**src/hdl/hs_pkg.sv**
```systemverilog
`timescale 1ns / 1ps
// ----------------------------------------------------------------------------
// HMAC-SHA256 package
// Round constants, initial hash values, pad constants and controller types.
// ----------------------------------------------------------------------------
package hs_pkg;

  localparam int unsigned NumKeyWords = 8;
  localparam logic [31:0] IpadWord = 32'h36363636;
  localparam logic [31:0] OpadWord = 32'h5c5c5c5c;

  // Datapath block load selections.
  typedef enum logic [2:0] {
    LD_NONE  = 3'd0,
    LD_IPAD  = 3'd1,
    LD_OPAD  = 3'd2,
    LD_TAIL  = 3'd3,
    LD_LEN   = 3'd4,
    LD_LENZ  = 3'd5,
    LD_INNER = 3'd6
  } load_sel_t;

  typedef struct packed {
    logic      init_chain;   // chain := initial hash values
    load_sel_t load;         // whole-block load
    logic      put_byte;     // write one message byte
    logic      start;        // start a 64-round compression
    logic      save_inner;   // latch the inner digest
    logic      clear_count;  // zero byte position and bit count
  } dp_cmd_t;

  typedef struct packed {
    logic       busy;
    logic [5:0] pos;
  } dp_stat_t;

  function automatic logic [31:0] round_k(input logic [5:0] t);
    logic [31:0] k;
    unique case (t)
      6'd0: k = 32'h428a2f98; 6'd1: k = 32'h71374491; 6'd2: k = 32'hb5c0fbcf;
      6'd3: k = 32'he9b5dba5; 6'd4: k = 32'h3956c25b; 6'd5: k = 32'h59f111f1;
      6'd6: k = 32'h923f82a4; 6'd7: k = 32'hab1c5ed5; 6'd8: k = 32'hd807aa98;
      6'd9: k = 32'h12835b01; 6'd10: k = 32'h243185be; 6'd11: k = 32'h550c7dc3;
      6'd12: k = 32'h72be5d74; 6'd13: k = 32'h80deb1fe; 6'd14: k = 32'h9bdc06a7;
      6'd15: k = 32'hc19bf174; 6'd16: k = 32'he49b69c1; 6'd17: k = 32'hefbe4786;
      6'd18: k = 32'h0fc19dc6; 6'd19: k = 32'h240ca1cc; 6'd20: k = 32'h2de92c6f;
      6'd21: k = 32'h4a7484aa; 6'd22: k = 32'h5cb0a9dc; 6'd23: k = 32'h76f988da;
      6'd24: k = 32'h983e5152; 6'd25: k = 32'ha831c66d; 6'd26: k = 32'hb00327c8;
      6'd27: k = 32'hbf597fc7; 6'd28: k = 32'hc6e00bf3; 6'd29: k = 32'hd5a79147;
      6'd30: k = 32'h06ca6351; 6'd31: k = 32'h14292967; 6'd32: k = 32'h27b70a85;
      6'd33: k = 32'h2e1b2138; 6'd34: k = 32'h4d2c6dfc; 6'd35: k = 32'h53380d13;
      6'd36: k = 32'h650a7354; 6'd37: k = 32'h766a0abb; 6'd38: k = 32'h81c2c92e;
      6'd39: k = 32'h92722c85; 6'd40: k = 32'ha2bfe8a1; 6'd41: k = 32'ha81a664b;
      6'd42: k = 32'hc24b8b70; 6'd43: k = 32'hc76c51a3; 6'd44: k = 32'hd192e819;
      6'd45: k = 32'hd6990624; 6'd46: k = 32'hf40e3585; 6'd47: k = 32'h106aa070;
      6'd48: k = 32'h19a4c116; 6'd49: k = 32'h1e376c08; 6'd50: k = 32'h2748774c;
      6'd51: k = 32'h34b0bcb5; 6'd52: k = 32'h391c0cb3; 6'd53: k = 32'h4ed8aa4a;
      6'd54: k = 32'h5b9cca4f; 6'd55: k = 32'h682e6ff3; 6'd56: k = 32'h748f82ee;
      6'd57: k = 32'h78a5636f; 6'd58: k = 32'h84c87814; 6'd59: k = 32'h8cc70208;
      6'd60: k = 32'h90befffa; 6'd61: k = 32'ha4506ceb; 6'd62: k = 32'hbef9a3f7;
      default: k = 32'hc67178f2;
    endcase
    return k;
  endfunction

  function automatic logic [31:0] init_hash(input logic [2:0] i);
    logic [31:0] h;
    unique case (i)
      3'd0: h = 32'h6a09e667; 3'd1: h = 32'hbb67ae85;
      3'd2: h = 32'h3c6ef372; 3'd3: h = 32'ha54ff53a;
      3'd4: h = 32'h510e527f; 3'd5: h = 32'h9b05688c;
      3'd6: h = 32'h1f83d9ab; default: h = 32'h5be0cd19;
    endcase
    return h;
  endfunction

  function automatic logic [31:0] rotr(input logic [31:0] x, input int unsigned n);
    return (x >> n) | (x << (32 - n));
  endfunction

endpackage

```
**src/hdl/hs_control.sv**
```systemverilog
`timescale 1ns / 1ps
// ----------------------------------------------------------------------------
// HMAC-SHA256 controller
// Sequences the inner pad, message blocks, padding and the outer hash.
// ----------------------------------------------------------------------------
module hs_control import hs_pkg::*; (
  input  logic     clk,
  input  logic     rst_n,
  input  logic     in_tvalid,
  output logic     in_tready,
  input  logic     byte_present,
  input  logic     end_of_message,
  input  dp_stat_t stat,
  output dp_cmd_t  cmd,
  output logic     res_load,
  input  logic     res_free
);

  typedef enum logic [12:0] {
    S_IDLE   = 13'b0000000000001,
    S_KEY    = 13'b0000000000010,
    S_BYTE   = 13'b0000000000100,
    S_BLK    = 13'b0000000001000,
    S_PAD    = 13'b0000000010000,
    S_PADC   = 13'b0000000100000,
    S_LENZ   = 13'b0000001000000,
    S_LENC   = 13'b0000010000000,
    S_OPAD   = 13'b0000100000000,
    S_OSTART = 13'b0001000000000,
    S_INNER  = 13'b0010000000000,
    S_FSTART = 13'b0100000000000,
    S_DONE   = 13'b1000000000000
  } state_t;

  state_t state_r, state_nxt;
  logic   started_r, started_nxt;
  logic   held_pres_r, held_last_r;
  logic   take;

  // A request is taken only when no compression is running.
  assign in_tready = (state_r == S_IDLE) && !stat.busy;
  assign take = in_tvalid && in_tready && (byte_present || end_of_message);

  always_comb begin
    state_nxt = state_r;
    started_nxt = started_r;
    cmd = '0;
    cmd.load = LD_NONE;
    res_load = 1'b0;
    unique case (state_r)
      S_IDLE: begin
        if (take) begin
          if (!started_r) begin
            cmd.init_chain = 1'b1;
            cmd.load = LD_IPAD;
            cmd.clear_count = 1'b1;
            started_nxt = 1'b1;
            state_nxt = S_KEY;
          end else begin
            state_nxt = S_BYTE;
          end
        end
      end
      S_KEY: begin
        cmd.start = 1'b1;
        state_nxt = S_BYTE;
      end
      S_BYTE: begin
        if (!stat.busy) begin
          if (held_pres_r) begin
            cmd.put_byte = 1'b1;
            if (stat.pos == 6'd63) state_nxt = S_BLK;
            else state_nxt = held_last_r ? S_PAD : S_IDLE;
          end else begin
            state_nxt = S_PAD;
          end
        end
      end
      S_BLK: begin
        cmd.start = 1'b1;
        state_nxt = held_last_r ? S_PAD : S_IDLE;
      end
      S_PAD: begin
        if (!stat.busy) begin
          // A marker past byte 55 leaves no room for the length field.
          if (stat.pos >= 6'd56) begin
            cmd.load = LD_TAIL;
            state_nxt = S_PADC;
          end else begin
            cmd.load = LD_LEN;
            state_nxt = S_LENC;
          end
        end
      end
      S_PADC: begin
        cmd.start = 1'b1;
        state_nxt = S_LENZ;
      end
      S_LENZ: begin
        if (!stat.busy) begin
          cmd.load = LD_LENZ;
          state_nxt = S_LENC;
        end
      end
      S_LENC: begin
        cmd.start = 1'b1;
        state_nxt = S_OPAD;
      end
      S_OPAD: begin
        if (!stat.busy) begin
          cmd.save_inner = 1'b1;
          cmd.init_chain = 1'b1;
          cmd.load = LD_OPAD;
          state_nxt = S_OSTART;
        end
      end
      S_OSTART: begin
        cmd.start = 1'b1;
        state_nxt = S_INNER;
      end
      S_INNER: begin
        if (!stat.busy) begin
          cmd.load = LD_INNER;
          state_nxt = S_FSTART;
        end
      end
      S_FSTART: begin
        cmd.start = 1'b1;
        state_nxt = S_DONE;
      end
      S_DONE: begin
        if (!stat.busy && res_free) begin
          res_load = 1'b1;
          cmd.clear_count = 1'b1;
          started_nxt = 1'b0;
          state_nxt = S_IDLE;
        end
      end
      default: state_nxt = S_IDLE;
    endcase
  end

  always_ff @(posedge clk) begin
    if (!rst_n) begin
      state_r <= S_IDLE;
      started_r <= 1'b0;
      held_pres_r <= 1'b0;
      held_last_r <= 1'b0;
    end else begin
      state_r <= state_nxt;
      started_r <= started_nxt;
      if (take) begin
        held_pres_r <= byte_present;
        held_last_r <= end_of_message;
      end
    end
  end

endmodule

```
**config.mk**
```make
export PLATFORM = sky130hd
export DESIGN_NAME = hs_control
export DESIGN_NICKNAME = d
export VERILOG_FILES = /design/src/hdl/hs_pkg.sv /design/src/hdl/hs_control.sv
export SDC_FILE = /design/constraint.sdc
export NUM_CORES = 1
export LEC_CHECK = 0
export ABC_CLOCK_PERIOD_IN_PS = 2600
export BUFFER_PORTS_ARGS = -buffer_cell sky130_fd_sc_hd__buf_2
export CORE_MARGIN = 5
export CORE_UTILIZATION = 50
export CTS_CLUSTER_DIAMETER = 200
export DETAILED_ROUTE_END_ITERATION = 10
export PLACE_DENSITY = 0.83
export RECOVER_POWER = 100
export SYNTH_ARGS = -nofsm -noshare
export SYNTH_HDL_FRONTEND = slang
export SYNTH_SLANG_ARGS = --single-unit
```
**constraint.sdc**
```tcl
create_clock -name clk -period 2.6 [get_ports clk]
set_input_delay 0.26 -clock clk [delete_from_list [all_inputs] [get_ports clk]]
set_output_delay 0.26 -clock clk [all_outputs]
set_load 0.05 [all_outputs]
```
# --- Yosys cells after proc, flatten, opt, wreduce, memory -nomap -nowiden ---
# Index checks and enable logic that the tools add are counted.
totals:
  reg_bits: 16
  output_inout_bits: 10
op_classes:
  n_lt_le_gt_ge: 1
  n_eq_ne: 21
  mux: 36
  n_reduce_logical: 10
ops:
  columns: ["operator", "count"]
  rows:
  - ["$pmux W13 S13", 1]
  - ["$mux W13", 8]
  - ["$mux W3", 5]
  - ["$pmux W3 S5", 1]
  - ["$ne A2 B2 Y1 const B", 7]
  - ["$eq A13 B1 Y1 const B", 1]
  - ["$eq A13 B10 Y1 const B", 1]
  - ["$eq A13 B11 Y1 const B", 1]
  - ["$eq A13 B12 Y1 const B", 1]
  - ["$eq A13 B13 Y1 const B", 1]
  - ["$eq A13 B2 Y1 const B", 1]
  - ["$eq A13 B3 Y1 const B", 1]
  - ["$eq A13 B4 Y1 const B", 1]
  - ["$eq A13 B5 Y1 const B", 1]
  - ["$eq A13 B6 Y1 const B", 1]
  - ["$eq A13 B7 Y1 const B", 1]
  - ["$eq A13 B8 Y1 const B", 1]
  - ["$eq A13 B9 Y1 const B", 1]
  - ["$mux W1", 12]
  - ["$mux W4", 3]
  - ["$mux W5", 2]
  - ["$mux W8", 1]
  - ["$reduce_and A7 Y1", 1]
  - ["$eq A6 B6 Y1 const B", 1]
  - ["8 further kinds", 13]

# --- Longest topological paths before layout ---
depth:
  word_depth: 6
  mapped_depth: 7
  ltp_nobuf: 6

# --- Worst setup path before layout ---
# No wires, ideal clock.
synth_path:
  path_type: "register to output"
  startpoint: "register state_r[6]"
  endpoint: "output cmd[5] in the netlist's numbering"
  arrival_time_ps: 2359
  path_slack_ps: -19
  stages_incl_launch_ff: 7
  n_path_buf: 0
  cell_sequence: "dfxtp_1 > or2_1 > nand3b_1 > a2111oi_2 > a21oi_1 > or2_2 > a21oi_1"
synth_lines:
  columns: ["item", "line", "text"]
  rows:
  - ["start: declaration", "hs_control.sv:35", "state_t state_r, state_nxt;"]
  - ["start signal: assignment", "hs_control.sv:150", "state_r <= state_nxt;"]
  - ["end: declaration", "hs_control.sv:14", "output dp_cmd_t cmd,"]

==> impl_metrics.csv <==
group,metric,value,unit
final_layout,fin_cells,185,
global_routing,grt_pass1_wl,4.774,mm
global_routing,antenna_found_initial,0,
placed_design,port_buffers,22,
route,vias_per_cell,6.168,
setup_path,cp_max_fo,8,
sta,hold_ws,0.2563,ns
floorplanning,die_area,0.003107,mm2
sta,relSlewSlack,0.7287,
sta,finalMaxSlewViolations,0,
yosys,synthFlopType,"dfxtp_1",
sta,finalCritPeriodShare,0.9576,
floorplanning,die_x,55.74,um
floorplanning,ios,23,
min_path,hold_class,"primary input to flip-flop",
sta,hold_violations,0,
setup_path,crit_path_top_delay_cell,"dfxtp_1",
placed_design,place.gp.congestion,0.9544,
final_layout,area_growth,21.53,%
min_path,hold-path-cell-count,3,
final_layout,drive_gt1_frac,0.3101,
clock_tree,cts_tree,"done",
global_routing,track_usage,0.1897,
route,drtIter0Drc,31,
route,antenna_left,0,
min_path,hp-start,"end_of_message",
yosys,synthCells,133,
global_routing,grt_max_degree,16,
route,routedLengthMet1,1.163,mm
clock_tree,postCtsSetupBuffers,0,
clock_tree,numCtsBuffers,3,
setup_path,max_stage_delay,0.39,ns
yosys,synth_top_area_share,0.3062,
setup_path,worst_path_dominant_cell_family,"simple AND/OR/NAND/NOR gates",
yosys,yosysUniqueCellTypes,40,
floorplanning,start_util,0.5278,
sta,fmax,401.6,MHz
yosys,synth_warnings,0,
run_status,status,"finished, final reports clean",
final_layout,fillers,165,
yosys,synth-edff-count,0,
yosys,synth_fp_nets,146,
sta,timing.final.ws_setup,0.1102,ns
floorplanning,die_height,55.74,um
clock_tree,clkLatencyLatePin,0.28,ns
min_path,hold_end,"held_last_r$_SDFFE_PN0P_",
clock_tree,htreeDepth,1,
sta,fin_skew,0.0005228,ns
placed_design,dp_slack,0.2171,ns
power_and_ir_drop,power_density,753.6,mW/mm2
route,drc,0,
sta,fin_crit,2.490,ns
yosys,synth_area_leaders,"dfxtp_1 (31%), nand2_1 (5.0%), nand3_1 (4.8%)",
setup_path,cp.arrival,2.23,ns
yosys,syn_area,0.001046,mm2
placed_design,place_inst,182,
setup_path,rr_worst_depth,7,
power_and_ir_drop,power,0.0009580,W
setup_path,crit-reg2reg-launch,"state_r[7]$_SDFFE_PN0P_",
route,firstDrtPassIters,4,
clock_tree,clock_sinks,16,
route,drt-total-wl,2.743,mm
floorplanning,design.core.area,0.001982,mm2
setup_path,end_kind,"primary output",
yosys,yosysSeqAreaShare,0.3062,
job,drv_cap,0,
yosys,synth.most_common_cell,"dfxtp_1",
yosys,synthArstFlopShare,0,
final_layout,final_nets,173,
route,top_layer,"met4",
setup_path,worstSetupStartpointType,"flip-flop",
yosys,syn_area_per_cell,7.865,um2
global_routing,grt_pass1_vias,1060,
yosys,ys_ff_latch,16,
route,via_count,1141,
setup_path,reg2reg_to,"state_r[2]$_SDFFE_PN0P_",
setup_path,required,2.34,ns
route,wl_met3,264,um
clock_tree,clk_pin_slew_worst_paths,0.08,ns
clock_tree,cts_root_buf,"clkbuf_4",
power_and_ir_drop,irDropWorstVdd,0.5650,mV
yosys,synth_top_cell_by_area,"dfxtp_1",
placed_design,hpwl,2.161,mm
floorplanning,rows,16,
route,wl_per_cell,14.83,um
yosys,ys_top_cells_by_count,"dfxtp_1 (16), nand2_1 (14), nor2_1 (12)",
global_routing,globalRouteOverflowTotal,0,
route,route.met2.wl,1.255,mm
setup_path,rrSetupSlack,0.51,ns
clock_tree,clk_path_buf_depth,2,
setup_path,cp_cell_sequence,"nor3_4 > buf_4 > and4_2 > nand2_1 > or3_1 > o21ai_0 > clkbuf_4",
setup_path,setup.worst_path.class,"flip-flop to primary output",
setup_path,path_buf_inv,2,
sta,finalSetupViolations,0,
final_layout,antenna-diode-count,0,
sta,tightest_slew,0.4064,ns
power_and_ir_drop,leakage,0.5275,nW
final_layout,utilization,0.6414,
worst min-delay path, stage by stage:
cell     delay (ns)
buf_2          0.09
mux2i_1        0.06
nor2b_1        0.10
worst max-delay path by stage:
stage | from | to | slack [ns] | cells past startpoint
floorplan | state_r[6]$_SDFFE_PN0P_ | cmd[5] | -0.02 | 6
global placement | state_r[6]$_SDFFE_PN0P_ | cmd[5] | 0.33 | 7
detailed placement | state_r[6]$_SDFFE_PN0P_ | cmd[5] | 0.22 | 7
CTS | state_r[6]$_SDFFE_PN0P_ | cmd[5] | 0.03 | 7
global route | state_r[11]$_SDFFE_PN0P_ | cmd[7] | -0.005 | 7
finish | state_r[11]$_SDFFE_PN0P_ | cmd[7] | 0.11 | 7
layer usage:
| layer | track usage | up-vias |
|---|---|---|
| met2 | 0.2939 | 65 |
| met4 | 0.1007 | 0 |
| met5 | 0 | - |
| li1 | - | 555 |
| met3 | 0.03944 | 9 |
| met1 | 0.2444 | 512 |
where the power goes:
| group | leakage (nW) | internal [W] | switching (W) |
|---|---|---|---|
| combinational | 0.382 | 0.000180 | 0.000323 |
| sequential | 0.132 | 0.000276 | 0.0000516 |
| clock | 0.0138 | 0.0000539 | 0.0000740 |
| total | 0.527 | 0.000509 | 0.000449 |
repair_timing:
action / in CTS / in global routing
endpoints found under the hold margin: 0 / 0
pin swaps: 1 / 2
resized for setup: 4 / 12
setup endpoints to repair: 2 / 3
cloned: 0 / 0
hold buffers: 0 / 0
area by class of cell:
type | count | area (um2) | share of cell area
Tap cell | 27 | 33.78 | 0.02657
Sequential cell | 16 | 325.3 | 0.2559
Clock buffer | 3 | 22.52 | 0.01772
Timing Repair Buffer | 24 | 136.4 | 0.1073
Multi-Input combinational cell | 108 | 726.9 | 0.5718
Inverter | 7 | 26.28 | 0.02067
layout by cell type, fill, tap and decap left out, drive strengths merged, types with 2 or more instances in the layout:
| master | count |
|---|---|
| nand3 | 10 |
| o32ai | 2 |
| or2 | 3 |
| nand4 | 3 |
| and2 | 3 |
| a21oi | 7 |
| nor2 | 12 |
| nor4 | 4 |
| nor4b | 3 |
| a31oi | 3 |
| clkbuf | 5 |
| and4 | 3 |
| nor3 | 5 |
| buf | 22 |
| xor2 | 4 |
| dfxtp | 16 |
| nor2b | 6 |
| o21ai | 7 |
| nand2 | 14 |
| nand4b | 2 |
| nand3b | 2 |
| mux2i | 2 |
| o211ai | 3 |
| inv | 7 |
sequential cells by signal (all words and copies together), names as in the netlist:
name	cells
held_last_r	1
held_pres_r	1
started_r	1
state_r	13
cell families after synthesis:
group	share of synthesized area
xor gates and xnor gates	0.03349
AOI/OAI and AO/OA	0.1830
muxes	0.01914
buffers and inverters	0.03230
DFF	0.3062
and+or+nand+nor	0.4259
metrics by stage:
step                  TNS, ns  cell area [um2]
floorplan            -0.03886             1046
global placement            0             1197
detailed placement          0             1197
CTS                         0             1240
global route        -0.005330             1271
finish                      0             1271
(Power assumes the default switching activity.)
